## src/hw/rtl/utf8d_pkg.sv

```systemverilog
// ----------------------------------------------------------------------------
// utf8d_pkg
// Shared widths, types and helpers of the UTF-8 decoder and classifier.
// ----------------------------------------------------------------------------
package utf8d_pkg;

  localparam int unsigned BYTE_W  = 8;
  localparam int unsigned CP_W    = 21;
  localparam int unsigned LEN_W   = 3;
  localparam int unsigned REM_W   = 2;
  localparam int unsigned TDATA_W = 24;
  localparam int unsigned TUSER_W = 5;

  localparam logic [LEN_W-1:0] LEN_ONE   = 3'd1;
  localparam logic [LEN_W-1:0] LEN_TWO   = 3'd2;
  localparam logic [LEN_W-1:0] LEN_THREE = 3'd3;
  localparam logic [LEN_W-1:0] LEN_FOUR  = 3'd4;

  // lead byte kinds
  typedef enum logic [2:0] {
    LEAD_ASCII,
    LEAD_TWO,
    LEAD_THREE,
    LEAD_FOUR,
    LEAD_BAD
  } lead_kind_t;

  // one finished character from the decoder
  typedef struct packed {
    logic             emit;
    logic [CP_W-1:0]  cp;
    logic [LEN_W-1:0] len;
    logic             single;   // one-byte character
    logic             cont_ok;  // every continuation byte was 10xxxxxx
    logic             bad;      // illegal lead byte
  } char_t;

  // classified result
  typedef struct packed {
    logic [CP_W-1:0]  cp;
    logic [LEN_W-1:0] len;
    logic             ws;
    logic             ascii;
    logic             latin;
    logic             digit;
    logic             bad;
  } result_t;

  function automatic lead_kind_t lead_kind(input logic [BYTE_W-1:0] b);
    lead_kind_t k;
    k = LEAD_BAD;
    if (b inside {[8'h00:8'h7F]}) k = LEAD_ASCII;
    else if (b inside {[8'hC0:8'hDF]}) k = LEAD_TWO;
    else if (b inside {[8'hE0:8'hEF]}) k = LEAD_THREE;
    else if (b inside {[8'hF0:8'hF7]}) k = LEAD_FOUR;
    return k;
  endfunction

  function automatic logic [LEN_W-1:0] shortest_len(input logic [CP_W-1:0] cp);
    logic [LEN_W-1:0] n;
    if (cp < 21'h00080)      n = LEN_ONE;
    else if (cp < 21'h00800) n = LEN_TWO;
    else if (cp < 21'h10000) n = LEN_THREE;
    else                     n = LEN_FOUR;
    return n;
  endfunction

  function automatic logic in_ws_list(input logic [CP_W-1:0] cp);
    return cp inside {[21'h00009:21'h0000D], 21'h00020, 21'h00085, 21'h000A0,
                      21'h01680, 21'h0180E, [21'h02000:21'h0200D], 21'h02028,
                      21'h02029, 21'h0202F, 21'h0205F, 21'h02060, 21'h03000,
                      21'h0FEFF};
  endfunction

endpackage

```

## src/hw/rtl/utf8d_decode.sv

```systemverilog
// ----------------------------------------------------------------------------
// utf8d_decode
// Byte-wise UTF-8 decode state; flags each finished character.
// ----------------------------------------------------------------------------
module utf8d_decode (
  input  logic                         clk,
  input  logic                         rst,
  input  logic                         step,
  input  logic [utf8d_pkg::BYTE_W-1:0] byte_in,
  output utf8d_pkg::char_t             chr
);

  logic [utf8d_pkg::REM_W-1:0] rem, rem_next;
  logic [utf8d_pkg::CP_W-1:0]  partial, partial_next;
  logic [utf8d_pkg::LEN_W-1:0] clen, clen_next;
  logic                        cont_ok, cont_ok_next;

  logic [utf8d_pkg::CP_W-1:0]  shifted;
  logic                        cok;

  always_comb begin
    shifted      = {partial[utf8d_pkg::CP_W-7:0], byte_in[5:0]};
    cok          = cont_ok & (byte_in[7:6] == 2'b10);
    rem_next     = rem;
    partial_next = partial;
    clen_next    = clen;
    cont_ok_next = cont_ok;
    chr          = '0;
    chr.len      = utf8d_pkg::LEN_ONE;
    chr.cont_ok  = 1'b1;

    if (rem == '0) begin
      case (utf8d_pkg::lead_kind(byte_in))
        utf8d_pkg::LEAD_ASCII: begin
          chr.emit   = 1'b1;
          chr.cp     = {{(utf8d_pkg::CP_W-utf8d_pkg::BYTE_W){1'b0}}, byte_in};
          chr.single = 1'b1;
        end
        utf8d_pkg::LEAD_TWO: begin
          partial_next = {16'd0, byte_in[4:0]};
          clen_next    = utf8d_pkg::LEN_TWO;
          rem_next     = 2'd1;
          cont_ok_next = 1'b1;
        end
        utf8d_pkg::LEAD_THREE: begin
          partial_next = {17'd0, byte_in[3:0]};
          clen_next    = utf8d_pkg::LEN_THREE;
          rem_next     = 2'd2;
          cont_ok_next = 1'b1;
        end
        utf8d_pkg::LEAD_FOUR: begin
          partial_next = {18'd0, byte_in[2:0]};
          clen_next    = utf8d_pkg::LEN_FOUR;
          rem_next     = 2'd3;
          cont_ok_next = 1'b1;
        end
        default: begin
          chr.emit = 1'b1;
          chr.bad  = 1'b1;
        end
      endcase
    end else begin
      rem_next     = rem - 2'd1;
      partial_next = shifted;
      cont_ok_next = cok;
      if (rem == 2'd1) begin
        chr.emit     = 1'b1;
        chr.cp       = shifted;
        chr.len      = clen;
        chr.cont_ok  = cok;
        partial_next = '0;
        clen_next    = '0;
        cont_ok_next = 1'b1;
      end
    end
  end

  always_ff @(posedge clk) begin
    if (rst) begin
      rem     <= '0;
      partial <= '0;
      clen    <= '0;
      cont_ok <= 1'b1;
    end else if (step) begin
      rem     <= rem_next;
      partial <= partial_next;
      clen    <= clen_next;
      cont_ok <= cont_ok_next;
    end
  end

endmodule

```

## src/hw/rtl/utf8d_classify.sv

```systemverilog
// ----------------------------------------------------------------------------
// utf8d_classify
// Class flags of a finished character.
// ----------------------------------------------------------------------------
module utf8d_classify (
  input  utf8d_pkg::char_t   chr,
  output utf8d_pkg::result_t res
);

  logic [utf8d_pkg::BYTE_W-1:0] low;

  always_comb begin
    low       = chr.cp[utf8d_pkg::BYTE_W-1:0];
    res.cp    = chr.cp;
    res.len   = chr.len;
    res.bad   = chr.bad;
    res.ascii = chr.single;
    res.latin = chr.single && (low inside {[8'h41:8'h5A], [8'h61:8'h7A]});
    res.digit = chr.single && (low inside {[8'h30:8'h39]});
    // whitespace only at its canonical encoding
    res.ws    = !chr.bad && chr.cont_ok
                && (utf8d_pkg::shortest_len(chr.cp) == chr.len)
                && utf8d_pkg::in_ws_list(chr.cp);
  end

endmodule

```

## src/hw/rtl/utf8_decoder_classifier.sv

```systemverilog
// ----------------------------------------------------------------------------
// utf8_decoder_classifier
// UTF-8 byte stream decoder with per-character class flags.
// ----------------------------------------------------------------------------
// Usage
//   Slave side (s_*): one raw byte of the UTF-8 stream per transaction.
//   Master side (m_*): one transaction per finished character, or one per
//   illegal lead byte (code point 0, byte count 1, bad_lead set). Bytes that
//   are not the last of a multi-byte character produce no transaction.
//   Continuation bytes are not rejected; their low six bits are always used, and a bad one only clears is_whitespace.
//   A taken byte enters the input register; when it moves on, it is
//   decoded and classified and its result enters the result register,
//   which drives m_tvalid. Throughput: one byte per clock while the result
//   register is free or being emptied. The path is an input register, the
//   decode state update and classifier, then the result register.
//   Reset (rst, synchronous): empties both registers and returns the decoder
//   to expecting a lead byte.
//   Stall: while m_tready is low the result register holds its transaction;
//   the input register still drains into it once it is taken, and s_tready
//   falls only when both registers are full.
// ----------------------------------------------------------------------------
module utf8_decoder_classifier (
  input  logic                          clk,
  input  logic                          rst,
  // slave side
  input  logic                          s_tvalid,
  output logic                          s_tready,
  input  logic [utf8d_pkg::BYTE_W-1:0]  s_tdata,   // [7:0] byte_in
  // master side
  output logic                          m_tvalid,
  input  logic                          m_tready,
  output logic [utf8d_pkg::TDATA_W-1:0] m_tdata,   // [20:0] code_point, [23:21] byte_count
  output logic [utf8d_pkg::TUSER_W-1:0] m_tuser    // [0] is_whitespace, [1] is_ascii,
                                                   // [2] is_latin, [3] is_digit, [4] bad_lead
);

  // input register
  logic                         in_valid;
  logic [utf8d_pkg::BYTE_W-1:0] in_byte;
  logic                         advance;

  // result register
  logic                         out_valid;
  utf8d_pkg::result_t           out_res;

  utf8d_pkg::char_t             chr;
  utf8d_pkg::result_t           res;

  // the byte moves on whenever the result slot is free or being emptied
  assign advance  = in_valid && (!out_valid || m_tready);
  assign s_tready = !in_valid || advance;

  always_ff @(posedge clk) begin
    if (rst) begin
      in_valid <= 1'b0;
    end else if (s_tready) begin
      in_valid <= s_tvalid;
    end
  end

  always_ff @(posedge clk) begin
    if (s_tvalid && s_tready) begin
      in_byte <= s_tdata;
    end
  end

  utf8d_decode u_decode (
    .clk     (clk),
    .rst     (rst),
    .step    (advance),
    .byte_in (in_byte),
    .chr     (chr)
  );

  utf8d_classify u_classify (
    .chr (chr),
    .res (res)
  );

  // a byte without a result still clears a taken transaction
  always_ff @(posedge clk) begin
    if (rst) begin
      out_valid <= 1'b0;
    end else if (advance) begin
      out_valid <= chr.emit;
    end else if (m_tready) begin
      out_valid <= 1'b0;
    end
  end

  always_ff @(posedge clk) begin
    if (advance && chr.emit) begin
      out_res <= res;
    end
  end

  assign m_tvalid = out_valid;
  assign m_tdata  = {out_res.len, out_res.cp};
  assign m_tuser  = {out_res.bad, out_res.digit, out_res.latin, out_res.ascii, out_res.ws};

  // ---- assertions ----
  // an illegal lead byte carries code point 0, length 1 and no class flags
  assert property (@(posedge clk) disable iff (rst)
    m_tvalid && m_tuser[4] |-> m_tdata == 24'h200000 && m_tuser[3:0] == 4'b0000)
    else $error("bad lead result malformed");

  // latin and digit are one-byte classes
  assert property (@(posedge clk) disable iff (rst)
    m_tvalid && (m_tuser[2] || m_tuser[3]) |-> m_tuser[1] && m_tdata[23:21] == 3'd1)
    else $error("latin or digit without ascii");

  // a multi-byte character is never ascii and never a bad lead
  assert property (@(posedge clk) disable iff (rst)
    m_tvalid && m_tdata[23:21] != 3'd1 |-> !m_tuser[1] && !m_tuser[4])
    else $error("multi-byte flags wrong");

  // ascii results keep a code point below 0x80
  assert property (@(posedge clk) disable iff (rst)
    m_tvalid && m_tuser[1] |-> m_tdata[20:7] == 14'd0)
    else $error("ascii code point out of range");

  // nothing is offered in the cycle after reset
  assert property (@(posedge clk)
    $past(rst) |-> !m_tvalid)
    else $error("result offered after reset");

endmodule
```

## config.mk

```make
export PLATFORM = sky130hd
export DESIGN_NAME = utf8_decoder_classifier
export DESIGN_NICKNAME = d
export VERILOG_FILES = /design/src/hw/rtl/utf8d_pkg.sv /design/src/hw/rtl/utf8d_decode.sv /design/src/hw/rtl/utf8d_classify.sv /design/src/hw/rtl/utf8_decoder_classifier.sv
export SDC_FILE = /design/constraint.sdc
export NUM_CORES = 1
export LEC_CHECK = 0
export ABC_AREA = 1
export BUFFER_PORTS_ARGS = -buffer_cell sky130_fd_sc_hd__buf_2
export CORE_UTILIZATION = 55
export DETAILED_ROUTE_END_ITERATION = 8
export PLACE_DENSITY = 0.77
export SYNTH_ARGS = -nofsm -noshare
export SYNTH_HDL_FRONTEND = slang
export SYNTH_HIERARCHICAL = 1
export SYNTH_SLANG_ARGS = --single-unit
```

## constraint.sdc

```tcl
create_clock -name clk -period 4.55 [get_ports clk]
set_input_delay 0.2275 -clock clk [delete_from_list [all_inputs] [get_ports clk]]
set_output_delay 0.2275 -clock clk [all_outputs]
set_load 0.02 [all_outputs]
```

---- Word level (Yosys, flattened, before mapping) ----
Index checks and enable logic that the tools add are counted.
operators by class
  add/sub/neg operators ................... 1
  multiply operators ...................... 0
  divide/modulo/power cells ............... 0
  magnitude comparators ................... 21
  eq/ne operators ......................... 20
  shift operators ......................... 0
  mux-type cells .......................... 32
  bitwise gates (word level) .............. 1
  reductions and logical operators ........ 33
operators by type and width
  kind                    count
  $eq A21 B14 Y1 const B  6
  $pmux W15 S3            1
  $eq A21 B13 Y1 const B  2
  $eq A21 B8 Y1 const B   2
  $mux W3                 11
  $mux W15                2
  $mux W25                1
  $ge A8 B8 Y1 const B    3
  $le A8 B7 Y1 const B    3
  $le A8 B8 Y1 const B    3
  $mux W22                1
  $eq A21 B16 Y1 const B  1
  $eq A21 B6 Y1 const B   1
  $ge A21 B14 Y1 const B  1
  $ge A21 B4 Y1 const B   1
  $le A21 B14 Y1 const B  1
  $le A21 B4 Y1 const B   1
  $lt A21 B12 Y1 const B  1
  $lt A21 B17 Y1 const B  1
  $lt A21 B8 Y1 const B   1
  $logic_and A1 B1 Y1     17
  $ge A8 B7 Y1 const B    2
  $reduce_bool A14 Y1     1
  $mux W1                 12
  other kinds (25)        32
word-level totals
  register bits after elaboration ......... 60
  latch bits .............................. 0
  RAM bits ................................ 0
  bits in read-only memories .............. 0
  input bits .............................. 12
  output and inout bits ................... 31
  logic and storage cells ................. 122
  memories kept ........................... 0

---- Depth between registers and ports, before layout ----
  depth after elaboration ................. 18
  gate-level depth with buffers ........... 15
  gate-level depth less buffers ........... 15

---- Hierarchy ----
The synthesis kept the hierarchy.
modules (own cells, without submodules)
  module                   times used  cells each  area an instance (um^2)  seq. area each (um^2)
  utf8_decoder_classifier  1           55          1216.2                   1151.1
  utf8d_decode             1           180         1132.3                   420.4
  utf8d_classify           1           155         809.5                    0.0

---- Least setup slack after synthesis ----
No wires, ideal clock.
  path kind ............................... reg2reg
  start ................................... register in_byte[6] (netlist bit)
  end ..................................... register out_res, in the netlist m_tdata[0] (enable)
  library setup time ...................... 0.451 ns
  arrival ................................. 3.008 ns
  data required time ...................... 4.099 ns
  setup slack ............................. 1.091 ns
  cell stages (with the launch flop) ...... 9
  path buffers ............................ 1
  period minus slack after synthesis ...... 3.459 ns
  cells stage by stage .................... edfxtp_1 -> nand2_1 -> clkinv_1 -> nand2_2 -> nand2_4 -> buf_2 -> nand2_1 -> inv_1 -> nor3_1
RTL lines
  what                    RTL line                       RTL
  start, declared         utf8_decoder_classifier.sv:39  logic [utf8d_pkg::BYTE_W-1:0] in_byte;
  start signal, assigned  utf8_decoder_classifier.sv:63  in_byte <= s_tdata;
  end signal, assigned    utf8_decoder_classifier.sv:93  out_res <= res;
  end, declared           utf8_decoder_classifier.sv:44  utf8d_pkg::result_t out_res;

==> impl_metrics.toml <==
[pwr]
vdd_drop_max_uv = 225
power_leakage_nw = 1.54
p_per_area_mw_per_mm2 = 348
power_mw = 1.19

[grt]
grt_max_degree = 27
first_pass_grt_wire_length_um = 10500
initial_antenna_violation_count = 0
grt_util_all_layers_pct = 22.9
grt_remaining_overflow = 0
first_global_vias = 2286

[yosys]
synthesis.nets = 402
post_synth.cell_area_avg_um2 = 8.10
postSynthCellCount = 390
synthesis.area_mm2 = 0.00316
dominantRegCellSynth = "sky130_fd_sc_hd__edfxtp_1"
yosys.cell_types.count = 32
ys_ff_latch = 60
seq_area_frac_synth_pct = 49.8
synth-edff-count = 37
yosysWarnings = 6
ys_async_sr_fraction_pct = 0

[job]
max_cap_viols = 0

[cells_and_area]
n_antenna_cell = 0
finalNetCount = 424
drive_above_1_share_pct = 21.6
layout-area-overhead-vs-synth_pct = 8.20
post-route-cell-area_mm2 = 0.00342
final-instance-count-excl-fill = 489

[timing]
timing.max_slew.rel_slack_pct = 36.5
grt_setup_unrepaired = "no"
maxSlewViolCount = 0
max_clock_skew_ns = 0.00903
finalSetupViolCount = 0
timing.final.ws_setup_ns = 1.79
final.period_utilization_pct = 60.7
timing.fmax_mhz = 362
finalWorstPathRequiredPeriod_ns = 2.76
tns_ns = 0
worst_pin_slew_ns = 0.950
total_count_of_hold_check_failures_in_the_final_report = 0

[die]
die_area_mm2 = 0.00605
num_rows = 27
die_boundary_width_um = 77.8
initial_core_util_pct = 57.4
floorplan.die.height_um = 77.8
floorplan.core_area_mm2 = 0.00551
io_pins = 43

[cts]
clockBufferDepth = 2
worst_setup_hold_path_clk_slew_ns = 0.06
clock_tree.htree_level_count = 3
clk-insertion-delay-late_ns = 0.34
cts.hold.buffers_added = 0
cts_root_buffer = "sky130_fd_sc_hd__clkbuf_8"
cts_made_buffers = 9
numClockSinks = 60
cts.repair.resized = 0
cts_setup_buffers = 0
cts_tree = "done"

[setup_path]
critical_path.startpoint_type = "flop"
r2r_start = "u_decode/rem[1]"
crit_fanout = 7
criticalPathCategory = "reg2reg"
cp-end-kind = "flop"
reg2reg_slack_ns = 1.79
rr_worst_depth = 14
cp_data_arrival_time_ns = 2.84
worstReg2RegEnd = "m_tuser[0]"
worst-endpoint-required_ns = 4.63

[detailed_routing]
drc = 0
vias = 2514
firstDrtPassIters = 6
route.top_layer_used = "met4"
drt-total-wl_um = 6290
antenna_left = 0
met3_wirelength_um = 378
detailedRoute.firstIterationViolations = 268
wl_per_cell_um = 12.9
routed_via_density = 5.14
met2_wirelength_um = 3030
met1_length_um = 2700

[placed_design]
dp_cells = 473
dp_slack_ns = 1.84
place.port_buffers = 42
place_area_mm2 = 0.00323
hpwl_um = 4480
place_congestion = 0.951

[min_path]
worstHoldStart = "s_tdata[3]"
holdPathEnd = "in_byte[3]"
worst_hold_path.num_cells = 1
holdCritPathClass = "in2reg"

[outcome]
outcome = "complete, no violations"
==> through the flow <==
stage / hold WS [ns] / utilization [%]
floorplan: 0.297 / -
global placement: 0.404 / 58.6
detailed placement: 0.406 / 58.6
CTS: 0.0500 / 62.1
global route: 0.0443 / 62.1
finish: 0.0691 / 62.1
==> placed cells by master, fill, tap and decap left out, drive strengths merged, types with 2 or more instances in the layout <==
master   Yosys  final
edfxtp      37     37
nor3         3      3
nand3       24     24
a21oi       13     13
nor2        86     86
buf         31     43
dfxtp       23     23
nand4        6      6
clkinv       1      4
inv         60     60
nand2       83     83
o21ai       14     14
o2111ai      2      2
clkbuf       1     12
==> Yosys cell counts (4+ instances only) <==
cell type	n	area, um^2
sky130_fd_sc_hd__nor2_1	77	289
sky130_fd_sc_hd__nand2_1	75	282
sky130_fd_sc_hd__inv_1	52	195
sky130_fd_sc_hd__edfxtp_1	37	1110
sky130_fd_sc_hd__buf_4	26	195
sky130_fd_sc_hd__dfxtp_1	23	460
sky130_fd_sc_hd__nand3_1	22	110
sky130_fd_sc_hd__a21oi_1	11	55.1
sky130_fd_sc_hd__o21ai_1	11	55.1
sky130_fd_sc_hd__inv_2	8	30.0
sky130_fd_sc_hd__nand2_2	6	37.5
sky130_fd_sc_hd__nand4_1	5	31.3
sky130_fd_sc_hd__nor2_2	5	31.3
sky130_fd_sc_hd__nor2_4	4	45.0
==> area by class of cell <==
type                       instances  area (um^2)
timing repair buffer              43          218
fill                             486         2090
inverter                          61          229
sequential                        60         1570
clock buffer                      12          166
multi-input combinational        237         1120
clock inverter                     4         22.5
tap                               72         90.1
==> worst max-delay path, cell delays in order, from the launching register on <==
cell	delay, ns
sky130_fd_sc_hd__dfxtp_1	0.36
sky130_fd_sc_hd__nor2_2	0.22
sky130_fd_sc_hd__inv_1	0.11
sky130_fd_sc_hd__nor2_1	0.29
sky130_fd_sc_hd__nor2_1	0.18
sky130_fd_sc_hd__nor2_1	0.52
sky130_fd_sc_hd__inv_2	0.15
sky130_fd_sc_hd__nand3_4	0.16
sky130_fd_sc_hd__nor2_1	0.08
sky130_fd_sc_hd__nand2_1	0.07
sky130_fd_sc_hd__nand2_1	0.05
sky130_fd_sc_hd__nand2_1	0.06
sky130_fd_sc_hd__a21oi_1	0.07
sky130_fd_sc_hd__o21bai_1	0.13
sky130_fd_sc_hd__a21oi_1	0.07
==> routing by layer <==
metal | vias up | track usage (%)
met5 | - | 0
met4 | 0 | 14.5
met3 | 15 | 5.41
met2 | 115 | 35.6
met1 | 1132 | 28.5
li1 | 1252 | -
==> worst max-delay path by stage <==
stage | from | to | slack [ns]
global route | u_decode/rem[1] | m_tuser[0] | 1.50
finish | u_decode/rem[1] | m_tuser[0] | 1.79
CTS | u_decode/rem[1] | m_tuser[0] | 1.82
floorplan | in_byte[6] | m_tdata[0] | 1.09
global placement | u_decode/rem[1] | m_tuser[0] | 1.88
detailed placement | u_decode/rem[1] | m_tuser[0] | 1.84
==> sequential cells by signal, summed over array words and instances, names as in the netlist <==
signal and flops:
m_tdata 24, u_decode/partial 15, in_byte 8, m_tuser 5
u_decode/clen 3, u_decode/rem 2, in_valid 1, m_tvalid 1
u_decode/cont_ok 1
==> power by group <==
group,internal (mW),switching (mW),total (mW)
registers,0.602,0.00899,0.611
clock network,0.243,0.201,0.444
logic,0.0389,0.0963,0.135
total,0.884,0.306,1.19
==> logic make-up after synthesis <==
| family | share of synthesized area (%) |
|---|---|
| simple gates | 29.2 |
| xor+xnor | 0.277 |
| compound gates | 5.86 |
| buf+inv | 14.9 |
| flops | 49.8 |
No activity file was read; power rests on OpenSTA's default activity.
